$ cat src/hw/rtl/gspl_pkg.sv
// Shared types and constants for the green-sorted palette lookup core.
package gspl_pkg;

    localparam int MAX_ENTRIES_DEF = 256;
    localparam int GREEN_LEVELS    = 256;
    localparam int SIZE_W          = 9;
    localparam int DIST_W          = 10;
    localparam logic [DIST_W-1:0] DIST_START = 10'd1000;

    typedef enum logic [1:0] {
        CMD_LOAD   = 2'd0,
        CMD_BUILD  = 2'd1,
        CMD_LOOKUP = 2'd2,
        CMD_READ   = 2'd3
    } cmd_t;

    typedef struct packed {
        logic [7:0] original_slot;
        logic [7:0] entry_red;
        logic [7:0] entry_green;
        logic [7:0] entry_blue;
        logic [7:0] best_position;
    } result_t;

endpackage

$ cat src/hw/rtl/gspl_ctrl.sv
// Command sequencer: load, selection-sort build, outward lookup search and read.
module gspl_ctrl #(
    parameter int MAX_ENTRIES = gspl_pkg::MAX_ENTRIES_DEF,
    parameter int AW          = $clog2(MAX_ENTRIES),
    parameter int CW          = $clog2(MAX_ENTRIES + 1)
) (
    input  logic                 aclk,
    input  logic                 aresetn,
    input  logic [CW-1:0]        n,
    input  logic                 s_valid,
    output logic                 s_ready,
    input  gspl_pkg::cmd_t       s_cmd,
    input  logic [7:0]           s_slot,
    input  logic [7:0]           s_blue,
    input  logic [7:0]           s_green,
    input  logic [7:0]           s_red,
    output logic                 res_valid,
    input  logic                 res_ready,
    output gspl_pkg::result_t    res,
    output logic                 pal_we,
    output logic [AW-1:0]        pal_waddr,
    output logic [31:0]          pal_wdata,
    output logic [AW-1:0]        pal_raddr,
    input  logic [31:0]          pal_rdata,
    output logic                 tbl_we,
    output logic [7:0]           tbl_waddr,
    output logic [7:0]           tbl_wdata,
    output logic [7:0]           tbl_raddr,
    input  logic [7:0]           tbl_rdata
);

    typedef enum logic [3:0] {
        S_IDLE, S_RESP, R_DATA,
        B_OUTER, B_SCAN, B_SWAPA, B_SWAPB, B_TCHK, B_TMID, B_TFILL, B_FMID, B_FFILL,
        L_START, L_PICK, L_EVAL
    } state_t;

    localparam int DW = gspl_pkg::DIST_W;

    state_t                 state_reg;
    logic [CW-1:0]          i_reg, scan_reg, up_reg, dnp_reg;
    logic [AW-1:0]          minpos_reg, runstart_reg, best_reg;
    logic [7:0]             minval_reg, prevg_reg;
    logic [31:0]            minword_reg, wordi_reg;
    logic [8:0]             fk_reg;
    logic                   turn_dn_reg, probe_dn_reg, rd_ok_reg;
    logic [DW-1:0]          bestd_reg;
    logic [7:0]             pb_reg, pg_reg, pr_reg;
    gspl_pkg::result_t      res_reg;

    logic [CW-1:0]          n_m1;
    logic [AW-1:0]          last_pos;
    logic                   up_ok, dn_ok, pick_up;
    logic [AW-1:0]          probe_pos;
    logic [AW:0]            mid_sum;
    logic [7:0]             gw;
    logic signed [DW:0]     gdiff;
    logic [DW-1:0]          cand_dist;
    logic [CW-1:0]          start_up;

    function automatic logic [7:0] absd(input logic [7:0] a, input logic [7:0] b);
        absd = (a > b) ? a - b : b - a;
    endfunction

    assign n_m1      = n - CW'(1);
    assign last_pos  = n_m1[AW-1:0];
    assign up_ok     = up_reg < n;
    assign dn_ok     = dnp_reg != '0;
    assign pick_up   = up_ok && (!turn_dn_reg || !dn_ok);
    assign probe_pos = probe_dn_reg ? AW'(dnp_reg - CW'(1)) : up_reg[AW-1:0];
    assign gw        = pal_rdata[15:8];
    assign gdiff     = probe_dn_reg
                     ? $signed({3'b0, pg_reg}) - $signed({3'b0, gw})
                     : $signed({3'b0, gw}) - $signed({3'b0, pg_reg});
    assign cand_dist = DW'(absd(gw, pg_reg)) + DW'(absd(pal_rdata[7:0], pb_reg))
                     + DW'(absd(pal_rdata[23:16], pr_reg));
    assign start_up  = ({1'b0, tbl_rdata} > 9'(n)) ? n : CW'(tbl_rdata);

    always_comb begin
        mid_sum = {1'b0, runstart_reg} + {1'b0, i_reg[AW-1:0]};
        if (state_reg == B_FMID) begin
            mid_sum = {1'b0, runstart_reg} + {1'b0, last_pos};
        end
    end

    assign s_ready   = state_reg == S_IDLE;
    assign res_valid = state_reg == S_RESP;
    assign res       = res_reg;

    // memory port drive
    always_comb begin
        pal_we    = 1'b0;
        pal_waddr = s_slot[AW-1:0];
        pal_wdata = {s_slot, s_red, s_green, s_blue};
        pal_raddr = s_slot[AW-1:0];
        tbl_we    = 1'b0;
        tbl_waddr = fk_reg[7:0];
        tbl_wdata = 8'(i_reg[AW-1:0]);
        tbl_raddr = s_green;
        case (state_reg)
            S_IDLE: begin
                pal_we = s_valid && (s_cmd == gspl_pkg::CMD_LOAD)
                         && ({1'b0, s_slot} < 9'(MAX_ENTRIES));
            end
            B_OUTER: pal_raddr = i_reg[AW-1:0];
            B_SCAN:  pal_raddr = AW'(scan_reg + CW'(1));
            B_SWAPA: begin
                pal_we    = minpos_reg != i_reg[AW-1:0];
                pal_waddr = i_reg[AW-1:0];
                pal_wdata = minword_reg;
            end
            B_SWAPB: begin
                pal_we    = 1'b1;
                pal_waddr = minpos_reg;
                pal_wdata = wordi_reg;
            end
            B_TMID, B_FMID: begin
                tbl_we    = 1'b1;
                tbl_waddr = prevg_reg;
                tbl_wdata = 8'(mid_sum[AW:1]);
            end
            B_TFILL: tbl_we = fk_reg < {1'b0, minval_reg};
            B_FFILL: begin
                tbl_we    = fk_reg < 9'(gspl_pkg::GREEN_LEVELS);
                tbl_wdata = 8'(last_pos);
            end
            L_PICK: pal_raddr = pick_up ? up_reg[AW-1:0] : AW'(dnp_reg - CW'(1));
            default: ;
        endcase
    end

    always_ff @(posedge aclk) begin
        if (!aresetn) begin
            state_reg <= S_IDLE;
        end else begin
            case (state_reg)
                S_IDLE: begin
                    if (s_valid) begin
                        res_reg   <= '0;
                        pb_reg    <= s_blue;
                        pg_reg    <= s_green;
                        pr_reg    <= s_red;
                        rd_ok_reg <= {1'b0, s_slot} < 9'(n);
                        case (s_cmd)
                            gspl_pkg::CMD_LOAD:   state_reg <= S_RESP;
                            gspl_pkg::CMD_BUILD: begin
                                i_reg        <= '0;
                                prevg_reg    <= '0;
                                runstart_reg <= '0;
                                state_reg    <= B_OUTER;
                            end
                            gspl_pkg::CMD_LOOKUP: state_reg <= L_START;
                            default:              state_reg <= R_DATA;
                        endcase
                    end
                end
                S_RESP: begin
                    if (res_ready) begin
                        state_reg <= S_IDLE;
                    end
                end
                R_DATA: begin
                    if (rd_ok_reg) begin
                        res_reg.entry_blue    <= pal_rdata[7:0];
                        res_reg.entry_green   <= pal_rdata[15:8];
                        res_reg.entry_red     <= pal_rdata[23:16];
                        res_reg.original_slot <= pal_rdata[31:24];
                    end
                    state_reg <= S_RESP;
                end
                B_OUTER: begin
                    scan_reg  <= i_reg;
                    state_reg <= (i_reg == n) ? B_FMID : B_SCAN;
                end
                B_SCAN: begin
                    if (scan_reg == i_reg) begin
                        minpos_reg  <= scan_reg[AW-1:0];
                        minval_reg  <= gw;
                        minword_reg <= pal_rdata;
                        wordi_reg   <= pal_rdata;
                    end else if (gw < minval_reg) begin
                        minpos_reg  <= scan_reg[AW-1:0];
                        minval_reg  <= gw;
                        minword_reg <= pal_rdata;
                    end
                    scan_reg <= scan_reg + CW'(1);
                    if (scan_reg == n_m1) begin
                        state_reg <= B_SWAPA;
                    end
                end
                B_SWAPA: state_reg <= (minpos_reg != i_reg[AW-1:0]) ? B_SWAPB : B_TCHK;
                B_SWAPB: state_reg <= B_TCHK;
                B_TCHK: begin
                    if (minval_reg != prevg_reg) begin
                        state_reg <= B_TMID;
                    end else begin
                        i_reg     <= i_reg + CW'(1);
                        state_reg <= B_OUTER;
                    end
                end
                B_TMID: begin
                    fk_reg       <= {1'b0, prevg_reg} + 9'd1;
                    prevg_reg    <= minval_reg;
                    runstart_reg <= i_reg[AW-1:0];
                    state_reg    <= B_TFILL;
                end
                B_TFILL: begin
                    fk_reg <= fk_reg + 9'd1;
                    if (fk_reg >= {1'b0, minval_reg}) begin
                        i_reg     <= i_reg + CW'(1);
                        state_reg <= B_OUTER;
                    end
                end
                B_FMID: begin
                    fk_reg    <= {1'b0, prevg_reg} + 9'd1;
                    state_reg <= B_FFILL;
                end
                B_FFILL: begin
                    fk_reg <= fk_reg + 9'd1;
                    if (fk_reg >= 9'(gspl_pkg::GREEN_LEVELS)) begin
                        state_reg <= S_RESP;
                    end
                end
                L_START: begin
                    up_reg      <= start_up;
                    dnp_reg     <= start_up;
                    turn_dn_reg <= 1'b0;
                    bestd_reg   <= gspl_pkg::DIST_START;
                    best_reg    <= '0;
                    state_reg   <= L_PICK;
                end
                L_PICK: begin
                    probe_dn_reg <= !pick_up;
                    if (!up_ok && !dn_ok) begin
                        res_reg.best_position <= 8'(best_reg);
                        state_reg             <= S_RESP;
                    end else begin
                        state_reg <= L_EVAL;
                    end
                end
                L_EVAL: begin
                    turn_dn_reg <= !probe_dn_reg;
                    if (gdiff >= $signed({1'b0, bestd_reg})) begin
                        // green gap alone reaches or exceeds best: drop this direction
                        if (probe_dn_reg) begin
                            dnp_reg <= '0;
                        end else begin
                            up_reg <= n;
                        end
                    end else begin
                        if (cand_dist < bestd_reg) begin
                            bestd_reg <= cand_dist;
                            best_reg  <= probe_pos;
                        end
                        if (probe_dn_reg) begin
                            dnp_reg <= dnp_reg - CW'(1);
                        end else begin
                            up_reg <= up_reg + CW'(1);
                        end
                    end
                    state_reg <= L_PICK;
                end
                default: state_reg <= S_IDLE;
            endcase
        end
    end

    a_best_dist_monotonic: assert property (@(posedge aclk) disable iff (!aresetn)
        (state_reg == L_EVAL) |=> (bestd_reg <= $past(bestd_reg)))
        else $error("best distance grew during lookup");

    a_scan_in_range: assert property (@(posedge aclk) disable iff (!aresetn)
        (state_reg == B_SCAN) |-> (scan_reg < n))
        else $error("sort scan beyond palette size");

    a_swap_needs_move: assert property (@(posedge aclk) disable iff (!aresetn)
        (state_reg == B_SWAPB) |-> (minpos_reg != i_reg[AW-1:0]))
        else $error("swap write with no moved entry");

endmodule
$ cat config.mk
export PLATFORM = sky130hd
export DESIGN_NAME = gspl_ctrl
export DESIGN_NICKNAME = d
export VERILOG_FILES = /design/src/hw/rtl/gspl_pkg.sv /design/src/hw/rtl/gspl_ctrl.sv
export SDC_FILE = /design/constraint.sdc
export NUM_CORES = 1
export LEC_CHECK = 0
export BUFFER_PORTS_ARGS = -buffer_cell sky130_fd_sc_hd__buf_2
export CAP_MARGIN = 10
export CORE_MARGIN = 4
export CORE_UTILIZATION = 25
export CTS_CLUSTER_DIAMETER = 40
export CTS_CLUSTER_SIZE = 16
export DETAILED_ROUTE_END_ITERATION = 8
export MAX_ROUTING_LAYER = met4
export SLEW_MARGIN = 20
export SYNTH_ARGS = -nofsm -noshare
export SYNTH_HDL_FRONTEND = slang
export SYNTH_SLANG_ARGS = --single-unit
export TNS_END_PERCENT = 30
$ cat constraint.sdc
create_clock -name aclk -period 10 [get_ports aclk]
set_clock_uncertainty 0.05 [all_clocks]
set_input_delay 1 -clock aclk [delete_from_list [all_inputs] [get_ports aclk]]
set_output_delay 1 -clock aclk [all_outputs]
set_load 0.02 [all_outputs]
==> run summary <==
Gate power share: 42.5%
Leakage Power: 7.72 nW
# nets final: 1933
Int Pwr: 3.24 mW
Arr. time, crit path: 6.21 ns
Root buffer cell: clkbuf_16
# setup viols final: 0
Die width: 256 µm
Net load switching power: 2.06 mW
Syn_nets: 1747
Resize count post-CTS: 0
Bufs on Longest Clock Path: 3
Vias: 12800
DR vias/cell: 5.07
Yosys reg bits: 222
Cts hold-fix bufs: 0
I/O Buffers: 202
Die ar.: 65400 µm²
Synth Instances: 1520
Share of the synthesized area in the top cell type: 42.7%
Crit path capture type: flop
FFs w/ async S/R, synth: 0%
Sequential Power Share: 25.0%
Post CTS Setup Buffer Count: 0
Initial antenna violation count: 2
Initial Util: 25.3%
DRC Markers: 0
Switching Share: 38.9%
First-pass iteration count of the detailed router: 6
Synthesized area per cell: 10.1 µm²
Core ar.: 60600 µm²
Die H: 256 µm
Relative slew slack: 29.4%
H-tree levels: 2
Count of final max-slew check failures: 0
GPL Wtd Cong: 0.940
Peak supply drop: 0.179 mV
CTS sink count: 222
GR Overflow Total: 0
Highest achievable clock rate: 166 MHz
Detail Route Antenna Nets: 0
Pwr dens: 279 nW/µm²
Most used DFF post-synth: edfxtp_1
Cell row count: 90
Hold Crit Class: reg -> reg
Largest net degree at the start of global routing: 43
Max FO, Critical Path: 18
Routed wire length per instance: 20.6 µm
Final wirelength: 52.1 mm
Final worst path period need: 6.03 ns
Clock slew at the register clock pins of the worst setup and hold paths: 0.05 ns
Total CTS buffers: 51
Setup total negative slack: 0 ns
Io pins: 203
Global-route wire length before repair: 78.6 mm
Worst slew pin tran: 1.06 ns
Share of cells above drive strength 1: 19.8%
Clk_lat worst skew: 0.58 ns
CP Launch Type: primary input
Area of the mapped netlist: 15300 µm²
Synth area leader: edfxtp_1
Unrepaired setup endpoints after global routing: no
Top post-synthesis cells by area: edfxtp_1 43%, ha_1 10%, xnor2_1 3.9%
Status: finished clean
WP data required: 10.18 ns
GR Util All Layers: 15.7%
Number of synthesized flops with an enable pin: 218
Max cap viols: 0
Final Hold Fails: 0
Half-perimeter wire length of the detailed placement result: 39.4 mm
Hold Worst Slack: 0.463 ns
1st-iter DRT viols: 1280
Synth warn: 0
Final worst slack: 3.97 ns
Sequential area share after synthesis: 43.2%
Clock power share: 32.5%
Setup CP Type: in -> reg
Yosys cell types: 71
Number of global-route vias before repair: 12500
CTS tree: yes
Final worst-path cycle share: 60.3%
Pre-CTS worst setup slack: 3.40 ns
Area grow syn2layout: 23.5%
Number of flip-flops in the largest register: 40
## cell usage after synthesis (8+ instances only)
cell      instances
edfxtp_1        218
inv_1           148
ha_1            124
nand2_1         111
nor2_1           85
xnor2_1          69
a21oi_1          65
clkbuf_1         62
o21ai_0          62
xor2_1           47
nand3_1          45
nor3_1           41
mux2i_1          38
and2_1           37
nor4_1           28
a222oi_1         25
a21o_1           24
a22oi_1          23
nand4_1          23
fa_1             16
o22ai_1          15
nand2b_1         12
o211ai_1         12
o21a_1           12
o21bai_1         12
a211oi_1         10
or3_1            10
buf_2             9
buf_4             9
nor2b_1           9
a221oi_1          8
and3_1            8
buf_1             8
o221a_2           8
o31ai_1           8
## kinds of logic (layout without fill, tap and decap cells)
logic type	count (synthesis)	count (layout)	share of synthesized area [%]
AOI/OAI and AO/OA	327	327	14.7
and+or+nand+nor	432	432	14.1
DFF	222	222	43.2
muxes	45	45	2.99
xor gates and xnor gates	116	116	6.62
buffers and inverters	238	465	6.21
other	0	2	0
adders and majority gates	140	140	12.2
## power groups by stage
stage          Sequential (mW)  Combinational, mW  Clock, mW
2_1_floorplan             1.32               1.59          0
3_3_place_gp              1.34               2.21          0
3_5_place_dp              1.34               2.24          0
4_1_cts                   1.32               2.26       1.75
5_1_grt                   1.34               2.50       1.81
6_report                  1.32               2.25       1.72
## layout by cell type (no fill, tap or decap), types with 39 or more instances in the layout
cell type,instances
a21oi_1,65
buf_2,202
clkbuf_16,52
edfxtp_1,218
ha_1,124
inv_1,148
nand2_1,111
nand3_1,45
nor2_1,82
nor3_1,39
o21ai_0,62
xnor2_1,69
xor2_1,47
## worst max-delay path, cell delays in order
cell and delay, ns:
buf_2 0.12, inv_1 0.07, ha_1 0.14, inv_1 0.06, fa_1 0.40, a21o_1 0.17
a21oi_1 0.19, o21ai_0 0.15, a211oi_1 0.36, nor2_1 0.23, mux2_2 0.35, fa_1 0.46
ha_1 0.23, fa_1 0.41, a21o_1 0.17, a21oi_1 0.23, nor2b_1 0.07, o21a_1 0.19
nor2_1 0.12, xnor2_1 0.15, ha_1 0.26, o21a_1 0.10, o31ai_1 0.06, a21oi_1 0.10
o22ai_1 0.13, buf_4 0.28
## final cells by class
| cell class | count | area [µm²] |
|---|---|---|
| Antenna cell | 2 | 5.00 |
| Clock buffer | 59 | 1330 |
| Clock inverter | 35 | 445 |
| Fill cell | 6250 | 41600 |
| Inverter | 148 | 556 |
| Multi-Input combinational cell | 1060 | 7830 |
| Sequential cell | 222 | 6630 |
| Tap cell | 782 | 978 |
| Timing Repair Buffer | 223 | 1190 |
## worst paths after layout
| path | from | to | slack, ns | cells past startpoint |
|---|---|---|---|---|
| max reg2reg | pb_reg[0]$_DFFE_PP_ | bestd_reg[6]$_SDFFCE_PN1P_ | 4.26 | 24 |
| min reg2reg | best_reg[0]$_SDFFCE_PN0P_ | res[0]$_SDFFCE_PN0P_ | 0.46 | 1 |
| min | best_reg[0]$_SDFFCE_PN0P_ | res[0]$_SDFFCE_PN0P_ | 0.46 | 1 |
| max | pal_rdata[0] | bestd_reg[6]$_SDFFCE_PN1P_ | 3.97 | 26 |
## routing by layer
layer | GRT usage (%) | up-vias | share of wire (%)
met1 | 21.2 | 6244 | 44
met2 | 24.1 | 592 | 45
met3 | 3.78 | 62 | 8.6
met5 | - | - | 0
met4 | 3.43 | 0 | 1.7
li1 | - | 5933 | -
## stage by stage
step / power (mW) / instances / utilization [%] / area [µm²]
floorplan: 2.91 / 1520 / - / 15300
global placement: 3.55 / 2433 / 28.3 / 17100
detailed placement: 3.58 / 2433 / 28.3 / 17100
CTS: 5.33 / 2527 / 31.2 / 18900
global route: 5.64 / 2531 / 31.3 / 19000
finish: 5.30 / 2531 / 31.3 / 19000
Note: power is estimated with default switching activity, not from simulation.
